[config.mk]
export PLATFORM = sky130hd
export DESIGN_NAME = gated_moving_average_top
export DESIGN_NICKNAME = d
export VERILOG_FILES = /design/src/rtl/gma_pkg.sv /design/src/rtl/gma_ram.sv /design/src/rtl/gma_div.sv /design/src/rtl/gated_moving_average_top.sv
export SDC_FILE = /design/constraint.sdc
export NUM_CORES = 1
export LEC_CHECK = 0
export ABC_AREA = 1
export CAP_MARGIN = 20
export CORE_MARGIN = 3
export CORE_UTILIZATION = 70
export CTS_BUF_LIST = sky130_fd_sc_hd__clkbuf_4 sky130_fd_sc_hd__clkbuf_8
export DETAILED_ROUTE_END_ITERATION = 10
export DONT_BUFFER_PORTS = 1
export GPL_TIMING_DRIVEN = 0
export HOLD_SLACK_MARGIN = 0.08
export PLACE_DENSITY_LB_ADDON = 0.1
export SYNTH_ARGS = -nofsm -noshare
export SYNTH_HDL_FRONTEND = slang
export SYNTH_SLANG_ARGS = --single-unit
[constraint.sdc]
create_clock -name i_clk -period 12.9 [get_ports i_clk]
set_input_delay 0.645 -clock i_clk [delete_from_list [all_inputs] [get_ports i_clk]]
set_output_delay 0.645 -clock i_clk [all_outputs]
set_load 0.005 [all_outputs]
[src/rtl/gma_pkg.sv]
// Package for the gated moving average block: sample and sum types,
// the sequencer state type and fixed widths.
// No dependencies; gma_div and the top level in rtl use it by scoped names.
`default_nettype none

package gma_pkg;

    localparam int SAMPLE_W = 16;
    localparam int SUM_W    = 24;
    localparam int FILL_OUT_W = 9;
    // Counter for the one-bit-per-cycle divider steps.
    localparam int STEP_W   = $clog2(SUM_W);

    typedef logic signed [SAMPLE_W-1:0] t_sample;
    typedef logic signed [SUM_W-1:0]    t_sum;
    typedef logic signed [SAMPLE_W+2:0] t_band;

    typedef enum logic [1:0] {
        S_IDLE,
        S_CHECK,
        S_DIV,
        S_FINISH
    } t_state;

endpackage

`default_nettype wire

[src/rtl/gma_ram.sv]
// Generic single-write, single-read RAM with a registered read port.
// Depends on nothing; used for the sample ring of the moving average.
`default_nettype none

module gma_ram #(
    parameter int WIDTH = 16,
    parameter int DEPTH = 8
) (
    input  wire logic                                       i_clk,
    input  wire logic                                       i_we,
    input  wire logic [((DEPTH > 1) ? $clog2(DEPTH) : 1)-1:0] i_waddr,
    input  wire logic [WIDTH-1:0]                           i_wdata,
    input  wire logic [((DEPTH > 1) ? $clog2(DEPTH) : 1)-1:0] i_raddr,
    output logic [WIDTH-1:0]                                o_rdata
);

    logic [WIDTH-1:0] r_mem [DEPTH];

    always_ff @(posedge i_clk) begin
        if (i_we) begin
            r_mem[i_waddr] <= i_wdata;
        end
        o_rdata <= r_mem[i_raddr];
    end

endmodule

`default_nettype wire

[src/rtl/gma_div.sv]
// Iterative signed divider: one quotient bit per cycle, quotient truncated
// toward zero. Depends on gma_pkg for the sum type and step counter width.
`default_nettype none

module gma_div #(
    parameter int DIV_W = 4
) (
    input  wire logic               i_clk,
    input  wire logic               i_rst_n,
    input  wire logic               i_start,
    input  wire gma_pkg::t_sum      i_dividend,
    input  wire logic [DIV_W-1:0]   i_divisor,
    output gma_pkg::t_sum           o_quotient,
    output logic                    o_done
);

    logic                          r_busy, n_busy;
    logic                          r_done, n_done;
    logic                          r_neg, n_neg;
    logic [gma_pkg::SUM_W-1:0]     r_quo, n_quo;
    logic [DIV_W-1:0]              r_rem, n_rem;
    logic [gma_pkg::STEP_W-1:0]    r_cnt, n_cnt;
    logic [DIV_W:0]                w_shift;

    always_comb begin
        n_busy  = r_busy;
        n_done  = 1'b0;
        n_neg   = r_neg;
        n_quo   = r_quo;
        n_rem   = r_rem;
        n_cnt   = r_cnt;
        w_shift = {r_rem, r_quo[gma_pkg::SUM_W-1]};
        if (i_start) begin
            n_busy = 1'b1;
            n_neg  = i_dividend[gma_pkg::SUM_W-1];
            n_quo  = i_dividend[gma_pkg::SUM_W-1] ? -i_dividend : i_dividend;
            n_rem  = '0;
            n_cnt  = '0;
        end else if (r_busy) begin
            // Restoring step on the magnitude: shift in the next dividend bit.
            if (w_shift >= {1'b0, i_divisor}) begin
                n_rem = DIV_W'(w_shift - {1'b0, i_divisor});
                n_quo = {r_quo[gma_pkg::SUM_W-2:0], 1'b1};
            end else begin
                n_rem = DIV_W'(w_shift);
                n_quo = {r_quo[gma_pkg::SUM_W-2:0], 1'b0};
            end
            n_cnt = r_cnt + 1'b1;
            if (r_cnt == gma_pkg::STEP_W'(gma_pkg::SUM_W - 1)) begin
                n_busy = 1'b0;
                n_done = 1'b1;
            end
        end
    end

    always_ff @(posedge i_clk) begin
        if (!i_rst_n) begin
            r_busy <= 1'b0;
            r_done <= 1'b0;
        end else begin
            r_busy <= n_busy;
            r_done <= n_done;
        end
        r_neg <= n_neg;
        r_quo <= n_quo;
        r_rem <= n_rem;
        r_cnt <= n_cnt;
    end

    assign o_quotient = r_neg ? -gma_pkg::t_sum'(r_quo) : gma_pkg::t_sum'(r_quo);
    assign o_done     = r_done;

endmodule

`default_nettype wire

[src/rtl/gated_moving_average_top.sv]
// Top level of the gated moving average: sequencer, outlier band test,
// running sum and output register. Depends on gma_pkg, gma_ram and gma_div.
//
//   channel  direction  handshake                  payload
//   in       to block   i_in_valid / o_in_stall    i_sample
//   out      from block o_out_valid / i_out_stall  o_accepted, o_average, o_fill_count
//
// An accepted item's result is offered after the band test, one divider step per quotient
// bit, storing the mean and loading the output; a rejected item skips the divider. The
// next item can be taken in the cycle in which the result is offered.
// Reset is synchronous and active low; the ring is not cleared, since an old slot value
// is used only once the window is full and every slot has been written.
// The input stalls while an item is in work, and a stalled output holds back the next result.
`default_nettype none

module gated_moving_average_top #(
    parameter int WINDOW = 8
) (
    input  wire logic              i_clk,
    input  wire logic              i_rst_n,
    input  wire logic              i_in_valid,
    output logic                   o_in_stall,
    input  wire gma_pkg::t_sample  i_sample,
    output logic                   o_out_valid,
    input  wire logic              i_out_stall,
    output logic                   o_accepted,
    output gma_pkg::t_sample       o_average,
    output logic [gma_pkg::FILL_OUT_W-1:0] o_fill_count
);

    localparam int IDX_W  = (WINDOW > 1) ? $clog2(WINDOW) : 1;
    localparam int FILL_W = $clog2(WINDOW + 1);

    gma_pkg::t_state        r_state, n_state;
    gma_pkg::t_sample       r_sample, n_sample;
    gma_pkg::t_sample       r_mean, n_mean;
    gma_pkg::t_sum          r_sum, n_sum;
    logic [IDX_W-1:0]       r_widx, n_widx;
    logic [FILL_W-1:0]      r_fill, n_fill;
    logic                   r_ok, n_ok;
    logic                   r_out_valid, n_out_valid;
    logic                   r_out_acc, n_out_acc;
    gma_pkg::t_sample       r_out_avg, n_out_avg;
    logic [gma_pkg::FILL_OUT_W-1:0] r_out_fill, n_out_fill;

    logic                   w_ram_we;
    gma_pkg::t_sample       w_old;
    logic                   w_full;
    gma_pkg::t_band         w_s2, w_m2, w_mag, w_lo, w_hi;
    logic                   w_in_band;
    logic                   w_div_start;
    logic                   w_div_done;
    gma_pkg::t_sum          w_quotient;
    gma_pkg::t_sum          w_sum_upd;

    gma_ram #(
        .WIDTH(gma_pkg::SAMPLE_W),
        .DEPTH(WINDOW)
    ) u_ring (
        .i_clk  (i_clk),
        .i_we   (w_ram_we),
        .i_waddr(r_widx),
        .i_wdata(r_sample),
        .i_raddr(r_widx),
        .o_rdata(w_old)
    );

    // The divider starts from the updated sum in the same cycle as the update.
    gma_div #(
        .DIV_W(FILL_W)
    ) u_div (
        .i_clk     (i_clk),
        .i_rst_n   (i_rst_n),
        .i_start   (w_div_start),
        .i_dividend(w_sum_upd),
        .i_divisor (r_fill),
        .o_quotient(w_quotient),
        .o_done    (w_div_done)
    );

    assign w_full = (r_fill == FILL_W'(WINDOW));

    // Band test on doubled values, so that half the mean's magnitude is exact.
    always_comb begin
        w_s2      = gma_pkg::t_band'(r_sample) <<< 1;
        w_m2      = gma_pkg::t_band'(r_mean) <<< 1;
        w_mag     = r_mean[gma_pkg::SAMPLE_W-1] ? -gma_pkg::t_band'(r_mean)
                                                 : gma_pkg::t_band'(r_mean);
        w_lo      = w_m2 - w_mag;
        w_hi      = w_m2 + w_mag;
        w_in_band = !((w_s2 < w_lo) || (w_s2 > w_hi));
    end

    // Until the window is full the slot being replaced was never written.
    assign w_sum_upd = r_sum + gma_pkg::t_sum'(r_sample)
                     - (w_full ? gma_pkg::t_sum'(w_old) : gma_pkg::t_sum'(0));

    always_comb begin
        n_state     = r_state;
        n_sample    = r_sample;
        n_mean      = r_mean;
        n_sum       = r_sum;
        n_widx      = r_widx;
        n_fill      = r_fill;
        n_ok        = r_ok;
        n_out_valid = r_out_valid;
        n_out_acc   = r_out_acc;
        n_out_avg   = r_out_avg;
        n_out_fill  = r_out_fill;
        w_ram_we    = 1'b0;
        w_div_start = 1'b0;
        o_in_stall  = 1'b1;

        if (r_out_valid && !i_out_stall) begin
            n_out_valid = 1'b0;
        end

        unique case (r_state)
            gma_pkg::S_IDLE: begin
                o_in_stall = 1'b0;
                if (i_in_valid) begin
                    n_sample = i_sample;
                    n_state  = gma_pkg::S_CHECK;
                end
            end
            gma_pkg::S_CHECK: begin
                if (!w_full || w_in_band) begin
                    n_ok        = 1'b1;
                    n_sum       = w_sum_upd;
                    w_ram_we    = 1'b1;
                    n_widx      = (r_widx == IDX_W'(WINDOW - 1)) ? '0 : r_widx + 1'b1;
                    n_fill      = w_full ? r_fill : r_fill + 1'b1;
                    w_div_start = 1'b1;
                    n_state     = gma_pkg::S_DIV;
                end else begin
                    n_ok    = 1'b0;
                    n_state = gma_pkg::S_FINISH;
                end
            end
            gma_pkg::S_DIV: begin
                if (w_div_done) begin
                    n_mean  = gma_pkg::t_sample'(w_quotient);
                    n_state = gma_pkg::S_FINISH;
                end
            end
            gma_pkg::S_FINISH: begin
                if (!r_out_valid || !i_out_stall) begin
                    n_out_valid = 1'b1;
                    n_out_acc   = r_ok;
                    n_out_avg   = r_mean;
                    n_out_fill  = gma_pkg::FILL_OUT_W'(r_fill);
                    n_state     = gma_pkg::S_IDLE;
                end
            end
            default: begin
                n_state = gma_pkg::S_IDLE;
            end
        endcase
    end

    always_ff @(posedge i_clk) begin
        if (!i_rst_n) begin
            r_state <= gma_pkg::S_IDLE;
        end else begin
            r_state <= n_state;
        end
    end

    always_ff @(posedge i_clk) begin
        if (!i_rst_n) begin
            r_mean      <= '0;
            r_sum       <= '0;
            r_widx      <= '0;
            r_fill      <= '0;
            r_out_valid <= 1'b0;
        end else begin
            r_mean      <= n_mean;
            r_sum       <= n_sum;
            r_widx      <= n_widx;
            r_fill      <= n_fill;
            r_out_valid <= n_out_valid;
        end
        r_sample   <= n_sample;
        r_ok       <= n_ok;
        r_out_acc  <= n_out_acc;
        r_out_avg  <= n_out_avg;
        r_out_fill <= n_out_fill;
    end

    assign o_out_valid  = r_out_valid;
    assign o_accepted   = r_out_acc;
    assign o_average    = r_out_avg;
    assign o_fill_count = r_out_fill;

`ifndef SYNTHESIS
    a_fill_bound: assert property (@(posedge i_clk) disable iff (!i_rst_n)
        r_fill <= FILL_W'(WINDOW))
        else $error("fill level beyond window size");

    a_idx_tracks_fill: assert property (@(posedge i_clk) disable iff (!i_rst_n)
        (r_fill != FILL_W'(WINDOW)) |-> (r_widx == IDX_W'(r_fill)))
        else $error("write index out of step with fill level while filling");

    a_reject_only_full: assert property (@(posedge i_clk) disable iff (!i_rst_n)
        (o_out_valid && !o_accepted) |-> (o_fill_count == gma_pkg::FILL_OUT_W'(WINDOW)))
        else $error("item rejected before the window was full");

    a_div_done_in_div: assert property (@(posedge i_clk) disable iff (!i_rst_n)
        w_div_done |-> (r_state == gma_pkg::S_DIV))
        else $error("divider finished outside the divide phase");
`endif

endmodule

`default_nettype wire

Word-level counts from Yosys, hierarchy flattened
Memories as Yosys holds them, arrays and structs flattened. A register that Yosys moved wholly into a read port is not among the register bits.
Index checks and enable logic that the tools add are counted.
{"block": "totals", "ff_bits": 124, "ram_bits": 128, "inputBits": 20, "word_cells": 87, "n_memories": 1}
{"memory": "u_ring.r_mem", "depth": 8, "width": 16, "rd": 1, "rd_ports_with_merged_regs": 1, "write_ports": 1, "line": "gma_ram.sv:17", "rtl": "logic [WIDTH-1:0] r_mem [DEPTH];"}
{"block": "op_classes", "addsub": 11, "n_lt_le_gt_ge": 3, "n_eq_ne": 9, "n_mux": 26, "bitwise": 3, "n_reduce_logical": 17}
{"op": "24-bit 2-to-1 mux", "count": 4}
{"op": "24-bit by 16-bit adder with 24-bit output", "count": 1}
{"op": "24-bit negator", "count": 1}
{"op": "24-bit subtractor", "count": 1}
{"op": "17-bit by 19-bit adder with 19-bit output", "count": 1}
{"op": "17-bit by 19-bit greater-than comparator with 1-bit output", "count": 1}
{"op": "17-bit by 19-bit < comparator with 1-bit output", "count": 1}
{"op": "19-bit 2-to-1 mux", "count": 1}
{"op": "16-bit negator with 19-bit output", "count": 1}
{"op": "17-bit by 19-bit subtractor with 19-bit output", "count": 1}
{"op": "16-bit 2-to-1 mux", "count": 1}
{"op": "16-bit negator", "count": 1}
{"op": "1-bit 2-to-1 mux", "count": 14}
{"op": "2-bit case mux with 4 select lines", "count": 1}
{"op": "2-bit AND reduction", "count": 4}
{"op": "2-bit 2-to-1 mux", "count": 3}
{"op": "3-bit AND reduction", "count": 2}
{"op": "5-bit by 1-bit adder with 5-bit output, second input constant", "count": 1}
{"op": "5-bit == test, second input constant", "count": 1}
{"op": "5-bit by 4-bit greater-or-equal comparator with 1-bit output", "count": 1}
{"op": "4-bit by 1-bit adder with 4-bit output, second input constant", "count": 1}
{"op": "2-bit == test, second input constant", "count": 2}
{"op": "4-bit == test, second input constant", "count": 1}
{"op": "1-bit logical NOT", "count": 4}
{"op": "other kinds (14)", "count": 19}

Depth between registers and ports, before layout
Gate-level depths: netlist of run 1.
{"block": "logic_depth", "word_depth": 11, "depth_mapped": 36, "ltp_nobuf": 36}

Modules after synthesis
Synthesis of run 1 repeated with hierarchy kept, for this count alone.
{"block": "unflattened", "cells_unflattened": 2178, "hier_area_um2": 17374.2}
{"module": "gated_moving_average_top", "n_inst": 1, "cells_each": 1142, "area_per_inst_um2": 8375.5, "seq_area_each_um2": 2142.1}
{"module": "gma_ram", "n_inst": 1, "cells_each": 587, "area_per_inst_um2": 5989.5, "seq_area_each_um2": 4164.0}
{"module": "gma_div", "n_inst": 1, "cells_each": 449, "area_per_inst_um2": 3009.1, "seq_area_each_um2": 970.9}

Worst setup path after synthesis of run 1
Ideal clock, no wire load.
{"block": "synth_timing", "kind": "flip-flop to flip-flop", "from": "register r_mean[0]", "to": "memory u_ring.r_mem[6][0], enable pin", "arrival_ns": 5.850, "setup_slack_ns": 6.620, "stages_incl_launch_ff": 33, "n_path_buf": 2, "path_cell_list": "dfxtp_1 inv_1 ha_1 inv_1 nor3_1 inv_1 nor3_1 nand3_1 o31ai_1 xor2_1 ha_1 clkbuf_1 inv_1 a21oi_1 o21ai_0 a221oi_1 a21oi_1 o21ai_0 inv_1 ha_1 nand2_1 nor2_1 nand2_1 inv_1 nand4_1 nand3_1 nand2_1 nand2_1 nand2_1 nand2_2 nand2_4 buf_2 nor4_1"}
{"block": "synth_between", "elab_chain_cells": 11, "word_cells_on_any_way": 13, "cone_classes": "add/sub (3); order compare (2); mux (5); reduce/logical (3)"}
{"item": "from (decl)", "line": "gated_moving_average_top.sv:36", "rtl": "gma_pkg::t_sample r_mean, n_mean;"}
{"item": "from (signal assigned)", "line": "gated_moving_average_top.sv:177", "rtl": "r_mean <= n_mean;"}
{"item": "16-bit negator with 19-bit output", "line": "gated_moving_average_top.sv:87", "rtl": "w_mag = r_mean[gma_pkg::SAMPLE_W-1] ? -gma_pkg::t_band'(r_mean)"}
{"item": "19-bit 2-to-1 mux", "line": "gated_moving_average_top.sv:87"}
{"item": "17-bit by 19-bit subtractor with 19-bit output or 17-bit by 19-bit adder with 19-bit output (tied branches)", "line": "gated_moving_average_top.sv:89, gated_moving_average_top.sv:90"}
{"item": "17-bit by 19-bit < comparator with 1-bit output or 17-bit by 19-bit greater-than comparator with 1-bit output (tied branches)", "line": "gated_moving_average_top.sv:91", "rtl": "w_in_band = !((w_s2 < w_lo) || (w_s2 > w_hi));"}
{"item": "1-bit logical OR (*)", "line": "gated_moving_average_top.sv:91"}
{"item": "1-bit logical NOT (*)", "line": "gated_moving_average_top.sv:91"}
{"item": "1-bit logical OR (*)", "line": "gated_moving_average_top.sv:127", "rtl": "if (!w_full || w_in_band) begin"}
{"item": "1-bit 2-to-1 mux (*)", "line": "gated_moving_average_top.sv:127"}
{"item": "1-bit 2-to-1 mux (*)", "line": "gated_moving_average_top.sv:118", "rtl": "unique case (r_state)"}
{"item": "1-bit 2-to-1 mux (*)", "line": "gma_ram.sv:20", "rtl": "if (i_we) begin"}
{"item": "1-bit 2-to-1 mux (not written as such) (*)", "line": "gma_ram.sv:21", "rtl": "r_mem[i_waddr] <= i_wdata;"}
{"item": "to (decl)", "line": "gma_ram.sv:17"}
Mark *: on every way between the ends. The rest lies on a longest branch, timed or not.

Final worst setup path of run 1
{"block": "layout_timing", "from": "register r_mean[0]", "to": "memory u_ring.r_mem[2][14], enable pin"}
The elaborated chain is that of the path after synthesis.

==> out/results.ini, run 1 <==
[status]
outcome = finished clean

[clock_tree]
cts_buffers = 43
tritoncts = done
clock_path_buffers = 3
insertion_delay_ns = 0.57
ctsHoldBuffers = 0
cts_root_buffer = clkbuf_8
cts.repair.resized = 0
cts_setup_buffers = 0
path_clk_slew_ns = 0.06
h-tree-depth = 2
numClockSinks = 268

[timing]
maxSlewViolCount = 0
relSlewSlack_pct = 32.0
setup_viol = 0
hold_ws_ns = 0.170
skew_ns = 0.0239
rsz0062_at_grt = false
fmax_mhz = 141
tns_ns = 0
post-route-period-util_pct = 54.9
setup_ws_ns = 5.82
tightestPinTransition_ns = 1.02
fin_crit_ns = 7.08
final_hold_viol_count = 0

[global_route]
overflow = 0
track_usage_pct = 33.5
grt_pass1_vias = 12500
grt_max_degree = 27
grt_pass1_wl_um = 64500
antenna_found_initial = 0

[final_layout]
layout-drive-gt1-share_pct = 9.01
insertedDiodeCount = 0
nNetsFinal = 2044
ff_latch_area_um2 = 7280
area_growth_pct = 9.30
multi_input_area_um2 = 7200
n_fill_cell = 1490
final_cells = 2201

[run]
maxCapViolCount = 0

[floorplanning]
dieArea_um2 = 24600
die_x_um = 157
io_pins = 48
die_y_um = 157
start_util_pct = 72.2
core-area_um2 = 22100
rows = 54

[detailed_routing]
met1_length_um = 16800
route.detailed.drc = 0
drtPass1Iterations = 8
route.met3.wl_um = 3260
vias_per_cell = 5.88
finalWirelength_um = 41200
vias = 12900
final_antenna_net_count = 0
wl_per_cell_um = 18.7
highest_layer = met4
drtIter0Drc = 1245
met2_wirelength_um = 19500

[critical_path]
crit_fanout = 10
start_kind = flop
r2r_end = u_ring.r_mem[2][14]$_DFFE_PP_
arrival_ns = 7.35
cp_slowest_cell = nor4_2
worst_setup_path_end_kind = flop
cpPeakStageDelay_ns = 0.76
worstSetupPathType = reg2reg
cp.buffers_inverters = 7
worst-r2r-setup-slack_ns = 5.82
required_ns = 13.17
reg2regPathDepth = 30
r2r-start = r_mean[0]$_SDFFE_PN0P_
critical-path-top-delay-family = simple AND/OR/NAND/NOR gates

[synthesis]
yosys.cell_types.count = 53
syn-instance-count = 1821
yosys_warnings = 0
async_reset_ff_share_pct = 0
netlist_area_um2 = 15900
ys.flop_type = edfxtp_1
ys_seq_elements = 268
synth_edf_count = 191
synth_area_per_cell_um2 = 8.76
ys_seq_area_share_pct = 45.6

[worst_hold_path]
min_to = r_sample[3]$_DFFE_PP_
holdCritPathClass = in2reg
min_from = i_sample[3]
whs_path_depth = 0

[placement]
dp_hpwl_um = 30300
portBuffers = 0
post-place-cells = 2117
gp_congestion = 0.944
post-place-ws_ns = 6.12

[power]
max-vdd-ir-drop_mv = 0.263
p_per_area_nw_per_um2 = 253
power.leakage_nw = 7.71

## cell families after synthesis
logic type	count (synthesis)	synth area share, %
other cells	1	0.0235
simple gates	660	17.8
flops	268	45.6
buf+inv	386	9.52
fa+ha+maj	138	12.0
compound gates	298	11.2
xor+xnor	70	3.84
## flip-flops by register name, summed over array words and instances (netlist names), 5 cells and up
signal and count:
o_average 16, r_mean 16, r_sample 16, r_sum 24, u_div.r_cnt 5, u_div.r_quo 24
u_ring.o_rdata 16, u_ring.r_mem 128
## synth_stat cells, types with 3 or more instances
master,count,share of area [%]
a21o_1,4,0.19
a21oi_1,105,3.3
a21oi_2,3,0.16
a221oi_1,18,0.99
a22oi_1,17,0.80
a31oi_1,3,0.12
buf_2,15,0.47
buf_4,7,0.33
clkbuf_1,25,0.59
dfxtp_1,77,9.7
edfxtp_1,191,36
fa_1,25,3.1
ha_1,113,8.9
inv_1,329,7.7
inv_2,6,0.14
nand2_1,352,8.3
nand2_2,18,0.71
nand3_1,83,2.6
nand3_2,3,0.19
nand3b_1,4,0.19
nand4_1,25,0.98
nor2_1,127,3.0
nor2_2,5,0.20
nor3_1,22,0.69
nor3_2,3,0.19
nor4_1,8,0.31
o2111ai_1,13,0.71
o211ai_1,6,0.28
o21ai_0,79,2.5
o21ai_1,19,0.60
o21ai_2,3,0.16
o21bai_1,3,0.14
o221ai_1,4,0.22
o22ai_1,5,0.20
o2bb2ai_1,6,0.33
or2_2,5,0.20
xnor2_1,10,0.55
xor2_1,60,3.3
## report_power, final
| group | switching (mW) | internal (mW) |
|---|---|---|
| logic | 1.59 | 0.739 |
| clock network | 0.346 | 0.437 |
| registers | 0.127 | 1.17 |
## worst max-delay path by stage
| stage | cells past startpoint | endpoint | slack [ns] | from |
|---|---|---|---|---|
| floorplan | 32 | u_ring.r_mem[6][0]$_DFFE_PP_ | 6.62 | r_mean[0]$_SDFFE_PN0P_ |
| global placement | 32 | u_ring.r_mem[6][14]$_DFFE_PP_ | 4.13 | r_mean[0]$_SDFFE_PN0P_ |
| detailed placement | 33 | u_ring.r_mem[2][14]$_DFFE_PP_ | 6.12 | r_mean[0]$_SDFFE_PN0P_ |
| CTS | 30 | u_ring.r_mem[2][6]$_DFFE_PP_ | 5.96 | r_mean[0]$_SDFFE_PN0P_ |
| global route | 33 | u_ring.r_mem[2][6]$_DFFE_PP_ | 5.44 | r_mean[0]$_SDFFE_PN0P_ |
| finish | 30 | u_ring.r_mem[2][14]$_DFFE_PP_ | 5.82 | r_mean[0]$_SDFFE_PN0P_ |
## area by class of cell
cell class | instances | area share [%]
multi-input combinational | 1171 | 41.3
buffer | 50 | 1.47
clock inverter | 21 | 1.14
timing repair buffer | 16 | 0.833
tap | 280 | 2.01
clock buffer | 59 | 4.23
sequential | 268 | 41.7
inverter | 336 | 7.24
## through the flow
stage / total power [mW] / util [%] / instance area (µm²)
after floorplan: 2.94 / - / 16000
after global placement: 3.49 / 73.8 / 16300
after detailed placement: 3.57 / 74.5 / 16500
after CTS: 4.37 / 78.8 / 17400
after global routing: 4.74 / 78.9 / 17400
final: 4.40 / 78.9 / 17400
## metal layers
| metal | up-vias | GRT usage [%] |
|---|---|---|
| met5 | - | 0 |
| li1 | 6148 | - |
| met4 | 0 | 13.3 |
| met2 | 625 | 56.0 |
| met1 | 6025 | 44.3 |
| met3 | 138 | 5.09 |
## layout by cell type, fill, tap and decap left out, drive strengths merged
master    count
a21oi       108
clkinv       14
a21boi        4
a211oi        2
buf          38
nor2        133
ha          113
a31oi         3
o31ai         2
xor2         60
o211a         1
clkbuf       87
or2           6
o221ai        4
nand3b        4
clkinvlp      3
nor3         25
a22oi        17
dfxtp        77
nand3        86
o21bai        3
o22ai         5
inv         337
xnor2        10
o21ai       101
o21a          1
and3          1
nand2       372
bufinv        3
conb          5
a21o          4
fa           25
o211ai        6
o2111ai      13
nor4          8
nand4        25
edfxtp      191
a221oi       18
o2bb2ai       6
Note: power is estimated with default switching activity, not from simulation.
==> run 2: changes to the inputs <==
- ABC_AREA: 1 -> 0
- CORE_UTILIZATION: 70 -> 60
- clock period: 12.9 -> 6.3 ns (I/O delays scaled with it)
==> run 2 against run 1 <==
Cell area is 0.60% higher. Synthesized cell count is 21% lower. Sequential power is 110% higher. Core utilization is 7.8 points lower. Cell count is 14% lower. Fmax is 18% higher. Critical endpoint is now u_div.r_quo[21]$_DFFE_PP_. Flip-flop and latch count stayed put. Combinational power is 110% higher. Critical path depth is 8 lower. Critical path type unchanged.
==> out/results.ini, run 2 <==
[power]
max-vdd-ir-drop_mv = 0.335
p_per_area_nw_per_um2 = 535
power.leakage_nw = 6.78
finalPower_mw = 9.38

[final_layout]
layout-drive-gt1-share_pct = 12.3
area_growth_pct = 14.5
largest_register = u_ring.r_mem
final_cells = 1903
final_common_cell = edfxtp_1
largest_reg_flops = 128
nNetsFinal = 1703
final_cell_mix = 191 x edfxtp_1, 137 x inv_1, 129 x nor2_1, 112 x ha_1, 82 x a21oi_1
n_fill_cell = 1822
insertedDiodeCount = 0
largest_registers = u_ring.r_mem (128), r_sum (24), u_div.r_quo (24)

[status]
outcome = finished clean

[synthesis]
yosys.area_share.simple_pct = 12.6
ys_seq_area_share_pct = 47.5
async_reset_ff_share_pct = 0
yosys.cell_count.top_type = edfxtp_1
ys.flop_type = edfxtp_1
yosys_warnings = 0
synth.cells.most_frequent = 191 x edfxtp_1, 138 x inv_1, 129 x nor2_1, 113 x ha_1, 83 x a21oi_1
yosys-mux-area-fraction_pct = 2.50
synthAdderAreaFrac_pct = 12.5
synth_edf_count = 191
syn-instance-count = 1443
netlist_area_um2 = 15300
yosysTopAreaCell = edfxtp_1
synth_area_per_cell_um2 = 10.6
synth_top_family_by_area = compound AO/OA/AOI/OAI gates
yosys.cell_types.count = 80
synth-xor-area-share_pct = 5.60
synth_top_area_share_pct = 37.4
synth-compound-area-share_pct = 14.2
ys_seq_elements = 268
synth_area_leaders = edfxtp_1 37%, dfxtp_1 10%, ha_1 9.2%, xnor2_1 3.5%, inv_1 3.4%

[floorplanning]
io_pins = 48
core-area_um2 = 24700
die_x_um = 166
die_y_um = 166
rows = 57
start_util_pct = 62.1
dieArea_um2 = 27500

[timing]
post-route-period-util_pct = 95.2
fin_crit_ns = 6.00
hold_ws_ns = 0.175
fmax_mhz = 167
relSlewSlack_pct = 31.4
tightestPinTransition_ns = 1.02
tns_ns = 0
skew_ns = 0.0503
maxSlewViolCount = 0
final_hold_viol_count = 0
setup_viol = 0
setup_ws_ns = 0.301

[critical_path]
arrival_ns = 6.28
cp_slowest_cell = or2_2
path_cells = clkbuf_4 -> nand2_1 -> xnor2_1 -> ha_1 -> clkbuf_1 -> or3_1 -> o21bai_1 -> a211oi_1 -> o2111ai_1 -> nand4b_1 -> o221ai_1 -> xnor2_1 -> ha_1 -> and4_1 -> a221oi_1 -> o21ai_0 -> a31oi_1 -> o31ai_1 -> mux2_2 -> o221a_4 -> clkbuf_4 -> or2_2
worst-r2r-setup-slack_ns = 0.30
start_kind = flop
worst_setup_path_end_kind = flop
r2r-start = r_mean[15]$_SDFFE_PN0P_
required_ns = 6.58
worstSetupPathType = reg2reg
reg2regPathDepth = 22
cpPeakStageDelay_ns = 0.46
crit_fanout = 12
cp-startpoint = r_mean[15]$_SDFFE_PN0P_
worstSetupEndpoint = u_div.r_quo[21]$_DFFE_PP_
r2r_end = u_div.r_quo[21]$_DFFE_PP_

[detailed_routing]
final_antenna_net_count = 0
vias = 11300
route.detailed.drc = 0
finalWirelength_um = 38300
drtIter0Drc = 921
wl_per_cell_um = 20.1
vias_per_cell = 5.95
drtPass1Iterations = 5

[placement]
post-place-ws_ns = -2.20
portBuffers = 0
gp_congestion = 0.884
dp_hpwl_um = 26100
post-place-cells = 1775

[global_route]
grt_pass1_wl_um = 60100
grt_max_degree = 17
antenna_found_initial = 0
grt_pass1_vias = 11000
track_usage_pct = 27.3
overflow = 0

[clock_tree]
h-tree-depth = 2
numClockSinks = 268
cts_buffers = 44
insertion_delay_ns = 0.57
clock_path_buffers = 3
tritoncts = done
cts_root_buffer = clkbuf_8
path_clk_slew_ns = 0.06

[worst_hold_path]
holdCritPathClass = in2reg

[run]
maxCapViolCount = 0

run 2: per-layer routing:
layer | GRT usage, % | vias up | part of all wire (%)
li1 | - | 5389 | -
met1 | 37.9 | 5477 | 43
met2 | 45.3 | 393 | 48
met3 | 4.67 | 72 | 6.9
met4 | 6.15 | 0 | 2.1
met5 | 0 | - | 0
run 2: cells by family (layout without fill, tap and decap cells):
group	after synthesis	in the layout
AO/OA/AOI/OAI	318	318
other	1	5
multiplexers	37	37
adder cells (fa/ha/maj)	138	138
AND/OR/NAND/NOR	384	386
XOR/XNOR	98	98
buffers and inverters	199	329
flip-flops	268	268
run 2: worst min path at each step:
stage | startpoint | endpoint | slack [ns] | cells after the start
after floorplan | r_ok$_DFFE_PN_ | o_accepted$_DFFE_PP_ | 0.40 | 0
after global placement | r_ok$_DFFE_PN_ | o_accepted$_DFFE_PP_ | 0.41 | 0
after detailed placement | i_sample[9] | r_sample[9]$_DFFE_PP_ | 0.41 | 0
after CTS | i_out_stall | r_state[1]$_SDFFE_PN0P_ | 0.16 | 4
after global routing | i_out_stall | r_state[1]$_SDFFE_PN0P_ | 0.22 | 4
final | i_out_stall | r_state[1]$_SDFFE_PN0P_ | 0.18 | 4
run 2: final cells by class:
class	count	area (µm²)	share of cell area, %
Buffer	60	307	1.75
Clock buffer	68	817	4.66
Clock inverter	12	206	1.18
Inverter	138	518	2.95
Multi-Input combinational cell	982	7400	42.2
Sequential cell	268	7290	41.5
Tap cell	324	405	2.31
Timing Repair Buffer	51	598	3.41
run 2: power breakdown:
part           internal, mW  leakage [nW]  switching [mW]  total [mW]
clock                  1.04         0.535           0.713        1.75
sequential             2.40          2.38           0.318        2.72
combinational          1.91          3.86            3.00        4.91
run 2: per-stage QoR:
stage | instance area, µm² | utilization, %
2_1_floorplan | 15300 | -
3_3_place_gp | 15700 | 63.8
3_5_place_dp | 15800 | 64.0
4_1_cts | 17400 | 70.6
5_1_grt | 17500 | 71.1
6_report | 17500 | 71.1
run 2: critical path: cells and delay by family (launching register included):
| family | cells | cell delay (ns) |
|---|---|---|
| compound gates | 9 | 1.90 |
| simple gates | 5 | 1.33 |
| buf+inv | 3 | 0.70 |
| fa+ha+maj | 2 | 0.54 |
| flops | 1 | 0.44 |
| xor+xnor | 2 | 0.42 |
| mux | 1 | 0.36 |
run 2: what timing repair did:
action	in CTS	in global routing
setup buffers	23	5
gates cloned	2	0
hold buffers	18	0
pin swaps	4	9
resized for setup	39	24
endpoints found under the hold margin	28	0
endpoints found under the setup margin	217	215
